## src/hw/rtl/mali_pkg.sv

```systemverilog
// ----------------------------------------------------------------------------
// Multi-axis linear interpolator package
// Shared widths, register codes, word types and controller/datapath types.
// ----------------------------------------------------------------------------
`default_nettype none

package mali_pkg;

	localparam int AXIS_FIELDS = 6;
	localparam int COORD_W     = 32;
	localparam int MAG_W       = 32;
	localparam int RATE_W      = 10;
	localparam int NUM_W       = MAG_W + RATE_W;
	localparam int REM_W       = NUM_W + 1;
	localparam int FRAC_BITS   = 24;
	localparam int F_W         = FRAC_BITS + 1;
	localparam int PROD_W      = MAG_W + F_W;
	localparam int STEP_W      = 6;
	localparam int DIVS_ITERS  = STEP_W;
	localparam int DIVF_ITERS  = F_W;
	localparam int CNT_W       = 5;
	localparam int IDX_W       = 3;
	localparam int MODE_W      = 3;
	localparam int AXES_W      = 3;
	localparam int VLIM_W      = 32;
	localparam int NUM_VLIM    = 5;
	localparam int CFG_IDX_W   = 3;
	localparam int CFG_DATA_W  = 32;

	// Motion mode codes.
	localparam logic [MODE_W-1:0] MODE_ROBOT       = 3'd0;
	localparam logic [MODE_W-1:0] MODE_LIFT_ROTATE = 3'd1;
	localparam logic [MODE_W-1:0] MODE_LIFT_UP     = 3'd2;
	localparam logic [MODE_W-1:0] MODE_RAIL        = 3'd3;
	localparam logic [MODE_W-1:0] MODE_CAR         = 3'd4;
	localparam logic [MODE_W-1:0] MODE_NONE        = 3'd5;

	// Configuration register indexes.
	localparam logic [CFG_IDX_W-1:0] REG_MODE        = 3'd0;
	localparam logic [CFG_IDX_W-1:0] REG_AXES        = 3'd1;
	localparam logic [CFG_IDX_W-1:0] REG_VLIM_ROBOT  = 3'd2;
	localparam logic [CFG_IDX_W-1:0] REG_VLIM_ROTATE = 3'd3;
	localparam logic [CFG_IDX_W-1:0] REG_VLIM_LIFT   = 3'd4;
	localparam logic [CFG_IDX_W-1:0] REG_VLIM_RAIL   = 3'd5;
	localparam logic [CFG_IDX_W-1:0] REG_VLIM_CAR    = 3'd6;
	localparam logic [CFG_IDX_W-1:0] REG_RATE        = 3'd7;

	// Reset values of the configuration registers.
	localparam logic [MODE_W-1:0] RST_MODE       = MODE_NONE;
	localparam logic [AXES_W-1:0] RST_AXES       = 3'd6;
	localparam logic [VLIM_W-1:0] RST_VLIM_FAST  = 32'd327680;
	localparam logic [VLIM_W-1:0] RST_VLIM_SLOW  = 32'd6554;
	localparam logic [RATE_W-1:0] RST_RATE       = 10'd25;

	typedef struct packed {
		logic                      start_of_path;
		logic signed [COORD_W-1:0] axis0_target;
		logic signed [COORD_W-1:0] axis1_target;
		logic signed [COORD_W-1:0] axis2_target;
		logic signed [COORD_W-1:0] axis3_target;
		logic signed [COORD_W-1:0] axis4_target;
		logic signed [COORD_W-1:0] axis5_target;
	} waypoint_t;

	typedef struct packed {
		logic signed [COORD_W-1:0] axis0_point;
		logic signed [COORD_W-1:0] axis1_point;
		logic signed [COORD_W-1:0] axis2_point;
		logic signed [COORD_W-1:0] axis3_point;
		logic signed [COORD_W-1:0] axis4_point;
		logic signed [COORD_W-1:0] axis5_point;
		logic                      segment_end;
	} point_t;

	typedef enum logic [3:0] {
		ST_IDLE,
		ST_LOAD,
		ST_MAXS,
		ST_NUM,
		ST_CHK,
		ST_DIVS,
		ST_DCHK,
		ST_DIVF,
		ST_FSET,
		ST_STEP,
		ST_MUL,
		ST_ADD,
		ST_EMIT,
		ST_ENDP,
		ST_FIN
	} state_t;

	typedef struct packed {
		logic             capture;
		logic             load;
		logic             max_step;
		logic             num_calc;
		logic             sat_load;
		logic             divs_load;
		logic             divf_load;
		logic             div_step;
		logic             f_set;
		logic             f_step;
		logic             mul;
		logic             add;
		logic             show_end;
		logic             fin;
		logic [IDX_W-1:0] idx;
	} ctrl_cmd_t;

	typedef struct packed {
		logic             skip;
		logic             num_zero;
		logic             sat_pre;
		logic             quo_over;
		logic             quo_zero;
		logic             k_last;
		logic [IDX_W-1:0] last_axis;
	} dp_status_t;

endpackage

`default_nettype wire

```

## src/hw/rtl/mali_controller.sv

```systemverilog
// ----------------------------------------------------------------------------
// Interpolator controller
// Sequences one waypoint through search, division and point generation and
// runs both handshakes.
// ----------------------------------------------------------------------------
`default_nettype none

module mali_controller import mali_pkg::*; (
	input  wire logic       clk,
	input  wire logic       arst_n,
	input  wire logic       waypoint_valid,
	output logic            waypoint_stall,
	output logic            point_valid,
	input  wire logic       point_stall,
	input  wire dp_status_t status,
	output ctrl_cmd_t       cmd
);

	localparam logic [IDX_W-1:0] LAST_FIELD = IDX_W'(AXIS_FIELDS - 1);
	localparam logic [CNT_W-1:0] DIVS_LAST  = CNT_W'(DIVS_ITERS - 1);
	localparam logic [CNT_W-1:0] DIVF_LAST  = CNT_W'(DIVF_ITERS - 1);

	state_t            state_q;
	state_t            state_d;
	logic [IDX_W-1:0]  idx_q;
	logic [CNT_W-1:0]  cnt_q;

	always_comb begin
		state_d = state_q;
		unique case (state_q)
			ST_IDLE: if (waypoint_valid) state_d = ST_LOAD;
			ST_LOAD: state_d = status.skip ? ST_FIN : ST_MAXS;
			ST_MAXS: if (idx_q == LAST_FIELD) state_d = ST_NUM;
			ST_NUM:  state_d = ST_CHK;
			ST_CHK: begin
				if (status.num_zero) begin
					state_d = ST_ENDP;
				end else if (status.sat_pre) begin
					state_d = ST_STEP;
				end else begin
					state_d = ST_DIVS;
				end
			end
			ST_DIVS: if (cnt_q == DIVS_LAST) state_d = ST_DCHK;
			ST_DCHK: begin
				if (status.quo_over) begin
					state_d = ST_STEP;
				end else if (status.quo_zero) begin
					state_d = ST_ENDP;
				end else begin
					state_d = ST_DIVF;
				end
			end
			ST_DIVF: if (cnt_q == DIVF_LAST) state_d = ST_FSET;
			ST_FSET: state_d = ST_STEP;
			ST_STEP: state_d = ST_MUL;
			ST_MUL:  state_d = ST_ADD;
			ST_ADD:  state_d = (idx_q == status.last_axis) ? ST_EMIT : ST_MUL;
			ST_EMIT: if (!point_stall) state_d = status.k_last ? ST_ENDP : ST_STEP;
			ST_ENDP: if (!point_stall) state_d = ST_FIN;
			ST_FIN:  state_d = ST_IDLE;
			default: state_d = ST_IDLE;
		endcase
	end

	always_comb begin
		cmd            = '0;
		cmd.idx        = idx_q;
		waypoint_stall = state_q != ST_IDLE;
		point_valid    = 1'b0;
		unique case (state_q)
			ST_IDLE: cmd.capture = waypoint_valid;
			ST_LOAD: cmd.load = 1'b1;
			ST_MAXS: cmd.max_step = 1'b1;
			ST_NUM:  cmd.num_calc = 1'b1;
			ST_CHK: begin
				cmd.sat_load  = ~status.num_zero & status.sat_pre;
				cmd.divs_load = ~status.num_zero & ~status.sat_pre;
			end
			ST_DIVS: cmd.div_step = 1'b1;
			ST_DCHK: begin
				cmd.sat_load  = status.quo_over;
				cmd.divf_load = ~status.quo_over & ~status.quo_zero;
			end
			ST_DIVF: cmd.div_step = 1'b1;
			ST_FSET: cmd.f_set = 1'b1;
			ST_STEP: cmd.f_step = 1'b1;
			ST_MUL:  cmd.mul = 1'b1;
			ST_ADD:  cmd.add = 1'b1;
			ST_EMIT: point_valid = 1'b1;
			ST_ENDP: begin
				point_valid  = 1'b1;
				cmd.show_end = 1'b1;
			end
			ST_FIN:  cmd.fin = 1'b1;
			default: cmd.fin = 1'b0;
		endcase
	end

	always_ff @(posedge clk or negedge arst_n) begin
		if (!arst_n) begin
			state_q <= ST_IDLE;
			idx_q   <= '0;
			cnt_q   <= '0;
		end else begin
			state_q <= state_d;
			if (state_q == ST_LOAD || state_q == ST_STEP) begin
				idx_q <= '0;
			end else if (state_q == ST_MAXS || state_q == ST_ADD) begin
				idx_q <= idx_q + IDX_W'(1);
			end
			if (state_q == ST_CHK || state_q == ST_DCHK) begin
				cnt_q <= '0;
			end else if (state_q == ST_DIVS || state_q == ST_DIVF) begin
				cnt_q <= cnt_q + CNT_W'(1);
			end
		end
	end

endmodule

`default_nettype wire

```

## config.mk

```make
export PLATFORM = sky130hd
export DESIGN_NAME = mali_controller
export DESIGN_NICKNAME = d
export VERILOG_FILES = /design/src/hw/rtl/mali_pkg.sv /design/src/hw/rtl/mali_controller.sv
export SDC_FILE = /design/constraint.sdc
export NUM_CORES = 1
export LEC_CHECK = 0
export BUFFER_PORTS_ARGS = -buffer_cell sky130_fd_sc_hd__buf_2
export CORE_AREA = 4 4 52 54
export DETAILED_ROUTE_END_ITERATION = 8
export DIE_AREA = 0 0 56 58
export GPL_ROUTABILITY_DRIVEN = 0
export GPL_TIMING_DRIVEN = 0
export PLACE_DENSITY_LB_ADDON = 0.2
export SLEW_MARGIN = 25
export SYNTH_ARGS = -nofsm -noshare
export SYNTH_HDL_FRONTEND = slang
export SYNTH_SLANG_ARGS = --single-unit
```

## constraint.sdc

```tcl
create_clock -name clk -period 2.3 [get_ports clk]
set_clock_uncertainty 0.1 [all_clocks]
set_input_delay 0.23 -clock clk [delete_from_list [all_inputs] [get_ports clk]]
set_output_delay 0.23 -clock clk [all_outputs]
set_load 0.05 [all_outputs]
```

# Yosys cells after proc, flatten, opt, wreduce, memory -nomap -nowiden
# Cells that the tools add are included.
# word_totals
reg_bits	12
input_bits	13
# classes
eq_ne	24
add_sub_neg	2
n_mux	33
n_reduce_logical	11
bitwise	7
# op_table
cell	n
$pmux W4 S14	1
$mux W4	11
$eq A4 B4 Y1 const B	7
$eq A4 B3 Y1 const B	4
$mux W1	14
$mux W3	4
$ne A2 B2 Y1 const B	6
$mux W5	2
$eq A4 B2 Y1 const B	2
$reduce_and A6 Y1	1
$add A5 B1 Y5 const B	1
$eq A5 B3 Y1 const B	1
$eq A5 B5 Y1 const B	1
$eq A4 B1 Y1 const B	1
$logic_not A4 Y1	1
$logic_or A1 B1 Y1	4
$not A1 Y1	4
$reduce_bool A2 Y1	2
$reduce_bool A4 Y1	1
$reduce_or A2 Y1	2
$add A3 B1 Y3 const B	1
$and A1 B1 Y1	3
$eq A3 B3 Y1	1
$eq A3 B3 Y1 const B	1
$pmux W1 S2	1

# Depth between registers and ports, before layout
# Gate-level depths: netlist (run 1).
# logic_depth
ltp_word	4
ltp_mapped	6

# Worst setup path before layout (run 1)
# OpenSTA, ideal clock, no wires.
# synth_path
path_kind	register to register
from	register state_q[0]
to	register state_q[1]
arrival_ns	2.956
setup_slack_ns	-0.881
setup_ns	0.125
required_time_ns	2.075
period_less_slack_ns	3.181
path_stages_with_launch	6
path_cell_list	dfrtp_1 buf_6 nor4b_1 a21boi_1 or3_4 mux2_4
# synth_between
elab_chain_len	3
# synth_rtl
element	line_no	source
start, declared	mali_controller.sv:23	state_t state_q;
start signal, assigned	mali_controller.sv:106	state_q <= state_d;
$eq A4 B3 Y1 (tied with other cells)	mali_controller.sv:30	unique case (state_q)
$ne A2 B2 Y1 (no source line)	--	
$reduce_and A6 Y1 (no source line)	--	
# Parallel ways exist; a longest one is shown, timed or not.
# A chain may end at the register's enable or synchronous reset.

==> results of run 1 <==
-- stage by stage --
step,util (%),hold slack [ns],worst slack [ns]
2_1_floorplan,-,-0.166,-0.126
3_3_place_gp,58.5,0.0195,0.251
3_5_place_dp,58.5,0.0192,0.227
4_1_cts,59.6,0.133,0.0659
5_1_grt,59.8,0.133,0.0116
6_report,59.8,0.138,0.160
-- flip-flops by register name, indices dropped and copies added (netlist names) --
signal   flops
idx_q        3
cnt_q        5
state_q      4
-- cells by family (layout without fill, tap and decap cells) --
logic type / count (synthesis) / after routing / synth area share [%]
compound gates: 32 / 32 / 21.8
xor+xnor: 4 / 4 / 3.26
buf+inv: 16 / 49 / 6.99
simple gates: 56 / 56 / 28.9
fa+ha+maj: 5 / 5 / 5.83
mux: 5 / 5 / 5.24
flops: 12 / 12 / 28.0
-- path summary, 6_finish.rpt --
| check | from | to | depth (start not counted) |
|---|---|---|---|
| max in group asynchronous | arst_n | state_q[1] | 2 |
| min reg2reg | cnt_q[4] | cnt_q[4] | 2 |
| min in group asynchronous | arst_n | cnt_q[0] | 2 |
| max | state_q[2] | cmd[8] | 5 |
| min | point_stall | state_q[0] | 2 |
| max reg2reg | state_q[1] | state_q[1] | 4 |
-- critical path, cell delays in order (launching register included) --
cell and delay (ns):
sky130_fd_sc_hd__dfrtp_1 0.38, sky130_fd_sc_hd__buf_2 0.19, sky130_fd_sc_hd__clkbuf_1 0.25, sky130_fd_sc_hd__nand2b_1 0.27, sky130_fd_sc_hd__nor3_1 0.16, sky130_fd_sc_hd__buf_2 0.29
-- per-layer routing --
layer	part of all wire (%)	vias to the layer above	routed length (um)
met5	0	-	0
met4	0.42	0	12
met2	47	36	1330
li1	-	539	-
met1	46	506	1290
met3	6.8	2	192
-- power breakdown --
group / internal, mW / leakage (nW) / total (mW) / switching, mW
Sequential: 0.310 / 0.147 / 0.441 / 0.131
Clock: 0.0605 / 0.0138 / 0.123 / 0.0629
Combinational: 0.496 / 0.471 / 1.42 / 0.920
Total: 0.866 / 0.631 / 1.98 / 1.11
-- cell type report --
type                            count  area share, %
Timing Repair Buffer               32           12.7
Buffer                              8           3.50
Clock buffer                        3           1.70
Tap cell                           28           2.65
Inverter                            6           1.70
Multi-Input combinational cell    102           55.0
Sequential cell                    12           22.8
-- Yosys cell counts (all sizes together) --
cell,n
a21o,2
o21bai,1
nand3,5
o21ai,7
o211ai,1
o311ai,3
a21boi,1
or4,1
and4b,1
or3,3
nor4,1
nand2,8
nor2,15
mux2i,3
nor4b,2
o31ai,1
a2111oi,1
a22o,4
nand4b,1
dfrtp,12
clkbuf,5
a31oi,2
o32ai,2
nor2b,3
a211o,1
ha,5
nand2b,4
o2bb2ai,2
mux2,2
and4bb,1
nand4,1
nor3b,2
buf,5
a21oi,4
inv,6
xor2,4
nand3b,1
nor3,7
-- repair_timing --
item | CTS | global route
resized for setup | 0 | 4
hold buffers | 1 | 0
endpoints found under the setup margin | 1 | 2
endpoints found under the hold margin | 12 | 0
==> results.py, run 1 <==
metrics = {
    "sta": {
        "worst_slew_pin_slew_ns": 0.470,
        "rsz0062_at_grt": "no",
        "timing.final.crit_period_ns": 2.14,
        "fin_tns_setup_ns": 0,
        "final-setup-viol-count": 0,
        "report.final.hold_viol_count": 0,
        "drv_slew": 0,
        "maxClockFrequency_mhz": 467,
        "period_share_pct": 93.0,
        "timing.max_slew.rel_slack_pct": 67.9,
    },
    "floorplanning": {
        "floorplan.rows": 17,
        "ios": 32,
        "total_die_area_um2": 3250,
        "die-width_um": 56,
        "floorplan.initialDensity_pct": 48.5,
        "core_um2": 2210,
        "floorplan.die.height_um": 58,
    },
    "routing": {
        "drc": 0,
        "ant_nets": 0,
        "firstDrtPassIters": 4,
        "detailedRoute.firstIterationViolations": 16,
        "post_drt_wl_per_cell_um": 14.8,
        "routed_wl_um": 2830,
        "via_count": 1083,
        "post_drt_via_cell_ratio": 5.67,
    },
    "place": {
        "port_buffers": 31,
        "dpl.hpwl_um": 2200,
        "dpl_cell_area_um2": 1290,
        "placed_cells": 189,
    },
    "clock_network": {
        "clk_buf_depth": 2,
        "cts_setup_buffers": 0,
        "numCtsBuffers": 3,
        "cts.sink_count": 12,
        "worstSkewPairLatency_ns": 0.27,
        "worst_setup_hold_path_clk_slew_ns": 0.07,
        "clock_tree.root_cell": "sky130_fd_sc_hd__clkbuf_4",
        "cts_tree": "done",
        "h-tree-depth": 1,
    },
    "logic_synthesis": {
        "synth.net_count": 148,
        "yosys.area.top_type_share_pct": 28.0,
        "synth.yosys.seq_area_share_pct": 28.0,
        "register_bit_count_reported_by_yosys": 12,
        "synth_cell_types": 45,
        "post_synth_inst_count": 130,
        "synthDominantAreaCellType": "sky130_fd_sc_hd__dfrtp_1",
        "synth.cell_area_um2": 1070,
        "syn-mean-instance-area_um2": 8.26,
        "synth.top_cells.by_area": "sky130_fd_sc_hd__dfrtp_1 (28%), sky130_fd_sc_hd__ha_1 (5.8%), sky130_fd_sc_hd__nor2_1 (4.9%), sky130_fd_sc_hd__a22o_1 (3.3%), sky130_fd_sc_hd__nor3_1 (3.3%)",
        "synth.yosys.warnings": 0,
    },
    "critical_path": {
        "criticalPathCategory": "register to primary output",
        "setup.worst_path.start_class": "register",
        "regToRegSetupSlack_ns": 0.35,
        "crit_arrival_ns": 1.81,
        "worst-path-max-fanout": 10,
        "required_ns": 1.97,
        "setup.worst_path.end_class": "primary output",
    },
    "cells_and_area": {
        "finalNetCount": 183,
        "syn_to_final_growth_pct": 23.3,
        "fillerInstances": 223,
        "n_antenna_cell": 0,
        "post_route_cells_drive_above_1_share_pct": 32.5,
        "fin_area_um2": 1320,
        "finish.cell_count_without_fillers": 191,
        "area.sequential_um2": 302,
        "mostFrequentLayoutCells": "sky130_fd_sc_hd__buf_2 (33), sky130_fd_sc_hd__nor2_1 (13), sky130_fd_sc_hd__dfrtp_1 (11)",
        "mostFrequentLayoutCell": "sky130_fd_sc_hd__buf_2",
        "area_of_the_multi_input_gates_um2": 728,
    },
    "global_route": {
        "gr-usage-all-layers_pct": 18.2,
        "wire_length_of_the_first_global_routing_pass_um": 4800,
        "grtUsageMet3_pct": 5.57,
        "antenna_found_initial": 0,
        "pin_count_of_the_biggest_net_entering_global_routing": 18,
        "remaining_overflow_grt": 0,
        "first_global_vias": 1039,
        "global_route.peak_usage_layer": "met2",
        "grt_util_met2_pct": 30.1,
        "global_route.usage.met1_pct": 24.2,
    },
    "power": {
        "post-layout-total-power_mw": 1.98,
        "power.static_leakage_nw": 0.631,
        "worst_ir_drop_vdd_mv": 0.750,
        "power_density_nw_per_um2": 1500,
    },
    "job": {
        "drv_cap": 0,
    },
    "outcome": {
        "outcome": "finished, final reports clean",
    },
    "hold_path": {
        "hold_path.class": "input port to register",
    },
}
(Power assumes the default switching activity.)
==> run 2: changes to the inputs <==
--- a/config.mk
+++ b/config.mk
@@ -12,6 +12,7 @@
 export GPL_ROUTABILITY_DRIVEN = 0
 export GPL_TIMING_DRIVEN = 0
 export PLACE_DENSITY_LB_ADDON = 0.2
+export REMOVE_ABC_BUFFERS = 1
 export SLEW_MARGIN = 25
 export SYNTH_ARGS = -nofsm -noshare
 export SYNTH_HDL_FRONTEND = slang
==> results.py, run 2 (synthesized netlist as in run 1, its figures left out) <==
metrics = {
    "critical_path": {
        "worst_reg2reg_path_endpoint": "state_q[1]",
        "path_depth": 3,
        "setup.worst_path.end_class": "primary output",
        "worst-path-max-fanout": 26,
        "critical_path.cell_chain": "or4_1 > nor2_1 > buf_2",
        "cp.buffers_inverters": 1,
        "required_ns": 1.97,
        "critical_path.top_delay_family": "simple AND/OR/NAND/NOR gates",
        "critPathMaxStageDelay_ns": 0.62,
        "critical_path.reg2reg.startpoint": "state_q[1]",
        "critical-path-slowest-cell": "sky130_fd_sc_hd__or4_1",
        "worstRegToRegCells": 4,
        "regToRegSetupSlack_ns": 0.32,
        "criticalPathCategory": "register to primary output",
        "crit_arrival_ns": 1.84,
        "setup.worst_path.start_class": "register",
        "setup.worst_path.end": "cmd[16]",
        "critical_path.startpoint": "state_q[1]",
    },
    "clock_network": {
        "clock_tree.root_cell": "sky130_fd_sc_hd__clkbuf_4",
        "cts.sink_count": 12,
        "h-tree-depth": 1,
        "cts_setup_buffers": 0,
        "cts_tree": "done",
        "numCtsBuffers": 3,
        "worst_setup_hold_path_clk_slew_ns": 0.08,
        "worstSkewPairLatency_ns": 0.28,
        "clk_buf_depth": 2,
    },
    "routing": {
        "firstDrtPassIters": 4,
        "highest-signal-layer": "met4",
        "wl_met2_um": 1260,
        "post_drt_wl_per_cell_um": 14.3,
        "drc": 0,
        "ant_nets": 0,
        "routedLengthMet1_um": 1190,
        "routed_wl_um": 2630,
        "post_drt_via_cell_ratio": 5.73,
        "via_count": 1054,
        "dr_wl_met3_um": 179,
        "detailedRoute.firstIterationViolations": 22,
    },
    "sta": {
        "period_share_pct": 94.2,
        "timing.max_slew.rel_slack_pct": 71.8,
        "final.setup.worst_slack_ns": 0.133,
        "worst_slew_pin_slew_ns": 0.412,
        "maxClockFrequency_mhz": 461,
        "final-setup-viol-count": 0,
        "timing.final.crit_period_ns": 2.17,
        "report.final.hold_viol_count": 0,
        "drv_slew": 0,
    },
    "floorplanning": {
        "ios": 32,
        "core_um2": 2210,
        "total_die_area_um2": 3250,
        "floorplan.initialDensity_pct": 48.5,
        "die-width_um": 56,
        "floorplan.die.height_um": 58,
        "floorplan.rows": 17,
    },
    "outcome": {
        "outcome": "finished, final reports clean",
    },
    "power": {
        "power.net_switching_mw": 1.07,
        "power.static_leakage_nw": 0.601,
        "cell_internal_pwr_mw": 0.851,
        "pwr-share-seq_pct": 31.3,
        "power.clock.fraction_pct": 9.1,
        "power_density_nw_per_um2": 1510,
        "comb_power_share_pct": 59.6,
        "worst_ir_drop_vdd_mv": 0.730,
        "switching_share_pct": 55.8,
    },
    "cells_and_area": {
        "syn_to_final_growth_pct": 18.9,
        "post_route_cells_drive_above_1_share_pct": 30.1,
        "largestRegisters": "cnt_q (5), state_q (4), idx_q (3)",
        "n_antenna_cell": 0,
        "fin_area_um2": 1280,
        "largest_register_ff_count": 5,
        "fillerInstances": 225,
        "max_flop_register": "cnt_q",
        "mostFrequentLayoutCell": "sky130_fd_sc_hd__buf_2",
        "mostFrequentLayoutCells": "sky130_fd_sc_hd__buf_2 (30), sky130_fd_sc_hd__nor2_1 (14), sky130_fd_sc_hd__nand2_1 (8), sky130_fd_sc_hd__dfrtp_1 (8)",
        "finalNetCount": 175,
    },
    "place": {
        "dpl_cell_area_um2": 1210,
        "preCtsSetupSlack_ns": -0.0474,
        "port_buffers": 31,
        "dpl.hpwl_um": 1910,
    },
    "global_route": {
        "remaining_overflow_grt": 0,
        "pin_count_of_the_biggest_net_entering_global_routing": 27,
        "first_global_vias": 934,
        "gr-usage-all-layers_pct": 16.5,
        "antenna_found_initial": 0,
        "wire_length_of_the_first_global_routing_pass_um": 4310,
    },
    "hold_path": {
        "hold_path.class": "input port to register",
    },
    "job": {
        "drv_cap": 0,
    },
}
[run 2: changes by cell type in the layout (fill, tap and decap cells not counted), sizes merged]
cell      before  now
clkinvlp       0    1
inv            6    5
buf           35   30
clkbuf         7    5
[run 2: worst min-delay path by stage]
| stage | start | endpoint | cells after the start |
|---|---|---|---|
| after CTS | point_stall | state_q[0] | 2 |
| after global routing | point_stall | state_q[0] | 2 |
| after floorplan | arst_n | cnt_q[0] | 0 |
| final | point_stall | state_q[0] | 2 |
| after detailed placement | arst_n | state_q[1] | 1 |
| after global placement | arst_n | cnt_q[4] | 1 |
[run 2: metrics by stage]
step | TNS [ns] | std cells | hold WS (ns) | utilization [%] | power, mW
2_1_floorplan | -4.92 | 120 | -0.166 | - | 1.43
3_3_place_gp | -0.0179 | 179 | 0.0249 | 54.8 | 1.69
3_5_place_dp | -0.0474 | 179 | 0.0275 | 54.8 | 1.72
4_1_cts | 0 | 184 | 0.0993 | 57.3 | 1.92
5_1_grt | -0.00575 | 184 | 0.128 | 57.7 | 2.07
6_report | 0 | 184 | 0.104 | 57.7 | 1.92
[run 2: power by group through the flow]
stage	logic (mW)	registers, mW	clock network, mW
floorplan	0.861	0.568	0
global placement	1.11	0.582	0
detailed placement	1.14	0.584	0
CTS	1.15	0.593	0.177
global route	1.25	0.634	0.187
finish	1.15	0.603	0.175
[run 2: timing repair]
action | in CTS | in global routing
gates cloned | 0 | 0
setup endpoints to repair | 3 | 3
hold buffers | 1 | 0
endpoints found under the hold margin | 12 | 0
resized for setup | 5 | 3
[run 2: layout make-up]
| type | count | area, um^2 | share of cell area, % |
|---|---|---|---|
| clock buffers | 4 | 36.3 | 2.84 |
| well taps | 28 | 35.0 | 2.75 |
| multi-input cells | 102 | 706 | 55.3 |
| inverters | 6 | 26.3 | 2.06 |
| flip-flops and latches | 12 | 305 | 23.9 |
| repair buffers | 32 | 168 | 13.1 |
[run 2: metal layers]
| layer | vias to the layer above | track usage [%] |
|---|---|---|
| li1 | 532 | - |
| met1 | 494 | 21.9 |
| met2 | 26 | 26.9 |
| met3 | 2 | 6.01 |
| met4 | 0 | 1.36 |
| met5 | - | 0 |
==> run 3: changes to the inputs <==
--- a/config.mk
+++ b/config.mk
@@ -13,7 +13,6 @@
 export GPL_TIMING_DRIVEN = 0
 export PLACE_DENSITY_LB_ADDON = 0.2
 export REMOVE_ABC_BUFFERS = 1
-export SLEW_MARGIN = 25
 export SYNTH_ARGS = -nofsm -noshare
 export SYNTH_HDL_FRONTEND = slang
 export SYNTH_SLANG_ARGS = --single-unit
==> constraint.sdc (replaced) <==
create_clock -name clk -period 2.02 [get_ports clk]
set_clock_uncertainty 0.1 [all_clocks]
set_input_delay 0.202 -clock clk [delete_from_list [all_inputs] [get_ports clk]]
set_output_delay 0.202 -clock clk [all_outputs]
set_load 0.05 [all_outputs]
==> results.py, run 3 (synthesized netlist as in run 1, its figures left out) <==
metrics = {
    "cells_and_area": {
        "largest_register_ff_count": 5,
        "post_route_cells_drive_above_1_share_pct": 39.1,
        "largestRegisters": "cnt_q (5), state_q (4), idx_q (3)",
        "finalNetCount": 188,
        "max_flop_register": "cnt_q",
        "n_antenna_cell": 0,
        "area_of_the_multi_input_gates_um2": 737,
        "mostFrequentLayoutCells": "sky130_fd_sc_hd__buf_2 (27), sky130_fd_sc_hd__nor2_1 (13), sky130_fd_sc_hd__buf_4 (12)",
        "syn_to_final_growth_pct": 35.3,
        "fillerInstances": 200,
        "area.sequential_um2": 315,
        "mostFrequentLayoutCell": "sky130_fd_sc_hd__buf_2",
        "final_util_pct": 65.7,
        "finish.cell_count_without_fillers": 197,
    },
    "floorplanning": {
        "total_die_area_um2": 3250,
        "ios": 32,
        "floorplan.initialDensity_pct": 48.5,
        "core_um2": 2210,
        "die-width_um": 56,
        "floorplan.die.height_um": 58,
        "floorplan.rows": 17,
    },
    "clock_network": {
        "h-tree-depth": 1,
        "cts.sink_count": 12,
        "worstSkewPairLatency_ns": 0.28,
        "numCtsBuffers": 3,
        "clk_buf_depth": 2,
        "cts_tree": "done",
        "clock_tree.root_cell": "sky130_fd_sc_hd__clkbuf_4",
        "worst_setup_hold_path_clk_slew_ns": 0.08,
    },
    "critical_path": {
        "critPathMaxStageDelay_ns": 0.51,
        "critical_path.cell_chain": "buf_12 > clkinvlp_4 > nand2_1 > nor4_1 > buf_4",
        "criticalPathCategory": "register to primary output",
        "crit_arrival_ns": 1.67,
        "required_ns": 1.72,
        "setup.worst_path.start_class": "register",
        "critical_path.startpoint": "state_q[0]",
        "worst-path-max-fanout": 6,
        "critical_path.reg2reg.startpoint": "state_q[0]",
        "cp.buffers_inverters": 3,
        "critical-path-slowest-cell": "sky130_fd_sc_hd__dfrtp_4",
        "setup.worst_path.end_class": "primary output",
        "critical_path.top_delay_family": "flip-flops",
    },
    "sta": {
        "rsz0062_at_grt": "yes",
        "maxClockFrequency_mhz": 506,
        "period_share_pct": 97.8,
        "timing.final.crit_period_ns": 1.98,
        "timing.max_slew.rel_slack_pct": 71.6,
        "final-setup-viol-count": 0,
        "finalHoldWorstSlack_ns": 0.0822,
        "drv_slew": 0,
        "report.final.hold_viol_count": 0,
        "worst_slew_pin_slew_ns": 0.416,
    },
    "power": {
        "power.clock.fraction_pct": 7.7,
        "pwr-share-seq_pct": 22.8,
        "power_density_nw_per_um2": 1760,
        "power.net_switching_mw": 1.33,
        "worst_ir_drop_vdd_mv": 0.899,
        "switching_share_pct": 52.3,
        "power.static_leakage_nw": 0.684,
        "cell_internal_pwr_mw": 1.22,
        "comb_power_share_pct": 69.5,
        "post-layout-total-power_mw": 2.55,
    },
    "routing": {
        "highest-signal-layer": "met3",
        "wl_met2_um": 1490,
        "routedLengthMet1_um": 1290,
        "ant_nets": 0,
        "drc": 0,
        "routed_wl_um": 3120,
        "dr_wl_met3_um": 344,
        "post_drt_via_cell_ratio": 5.89,
        "detailedRoute.firstIterationViolations": 37,
        "via_count": 1160,
        "firstDrtPassIters": 4,
        "post_drt_wl_per_cell_um": 15.8,
    },
    "outcome": {
        "outcome": "finished, final reports clean",
    },
    "place": {
        "placed_cells": 179,
        "dpl.hpwl_um": 1910,
        "port_buffers": 31,
    },
    "job": {
        "drv_cap": 0,
    },
    "global_route": {
        "gr-usage-all-layers_pct": 18.7,
        "first_global_vias": 1011,
        "pin_count_of_the_biggest_net_entering_global_routing": 21,
        "wire_length_of_the_first_global_routing_pass_um": 4800,
        "antenna_found_initial": 0,
        "remaining_overflow_grt": 0,
    },
    "hold_path": {
        "hp-start": "point_stall",
        "hold_path.class": "input port to register",
    },
}
## run 3: changes by cell type in the layout (fill, tap and decap cells not counted), moves of 2 or more
| cell | delta |
|---|---|
| sky130_fd_sc_hd__buf_12 | +2 |
| sky130_fd_sc_hd__buf_4 | +12 |
| sky130_fd_sc_hd__dfrtp_4 | +4 |
| sky130_fd_sc_hd__buf_2 | -3 |
| sky130_fd_sc_hd__dfrtp_2 | -4 |
| sky130_fd_sc_hd__buf_6 | +2 |
## run 3: layer usage
layer,track usage [%],up-vias
li1,-,558
met1,25.1,545
met2,29.9,57
met3,6.68,0
met4,2.03,0
met5,0,-
## run 3: worst paths after layout
| check | end | slack [ns] | cells after the start |
|---|---|---|---|
| worst max-delay path | cmd[10] | 0.04 | 5 |
| worst min-delay path | state_q[0] | 0.08 | 2 |
| worst max register to register | state_q[1] | 0.05 | 5 |
| worst min register to register | cnt_q[4] | 0.47 | 2 |
| max in group asynchronous | state_q[0] | 1.34 | 2 |
| min in group asynchronous | cnt_q[2] | 0.23 | 2 |
## run 3: metrics by stage
step	setup slack (ns)	cell area [um^2]	setup TNS, ns
5_1_grt	-0.0915	1450	-0.179
6_report	0.0436	1450	0
2_1_floorplan	-1.32	1020	-7.80
3_5_place_dp	-0.327	1210	-0.913
4_1_cts	-0.0178	1390	-0.0178
3_3_place_gp	-0.298	1210	-0.829
## run 3: layout make-up
cell class / instances / area share (%)
Clock buffer: 4 / 2.50
Multi-Input combinational cell: 102 / 50.7
Inverter: 6 / 1.81
Timing Repair Buffer: 45 / 20.8
Tap cell: 28 / 2.41
Sequential cell: 12 / 21.7
## run 3: power groups by stage
stage                     sequential [mW]  combinational, mW  clock (mW)
after floorplan                     0.647              0.981           0
after global placement              0.663               1.26           0
after detailed placement            0.664               1.30           0
after CTS                           0.579               1.67       0.201
after global routing                0.603               1.90       0.215
final                               0.582               1.77       0.197
## run 3: repair_timing
item	4_1_cts	5_1_grt
gates cloned	0	0
pin swaps	0	1
endpoints found under the hold margin	12	0
hold buffers	1	0
buffers inserted	10	3
resized for setup	14	11
setup endpoints to repair	18	5
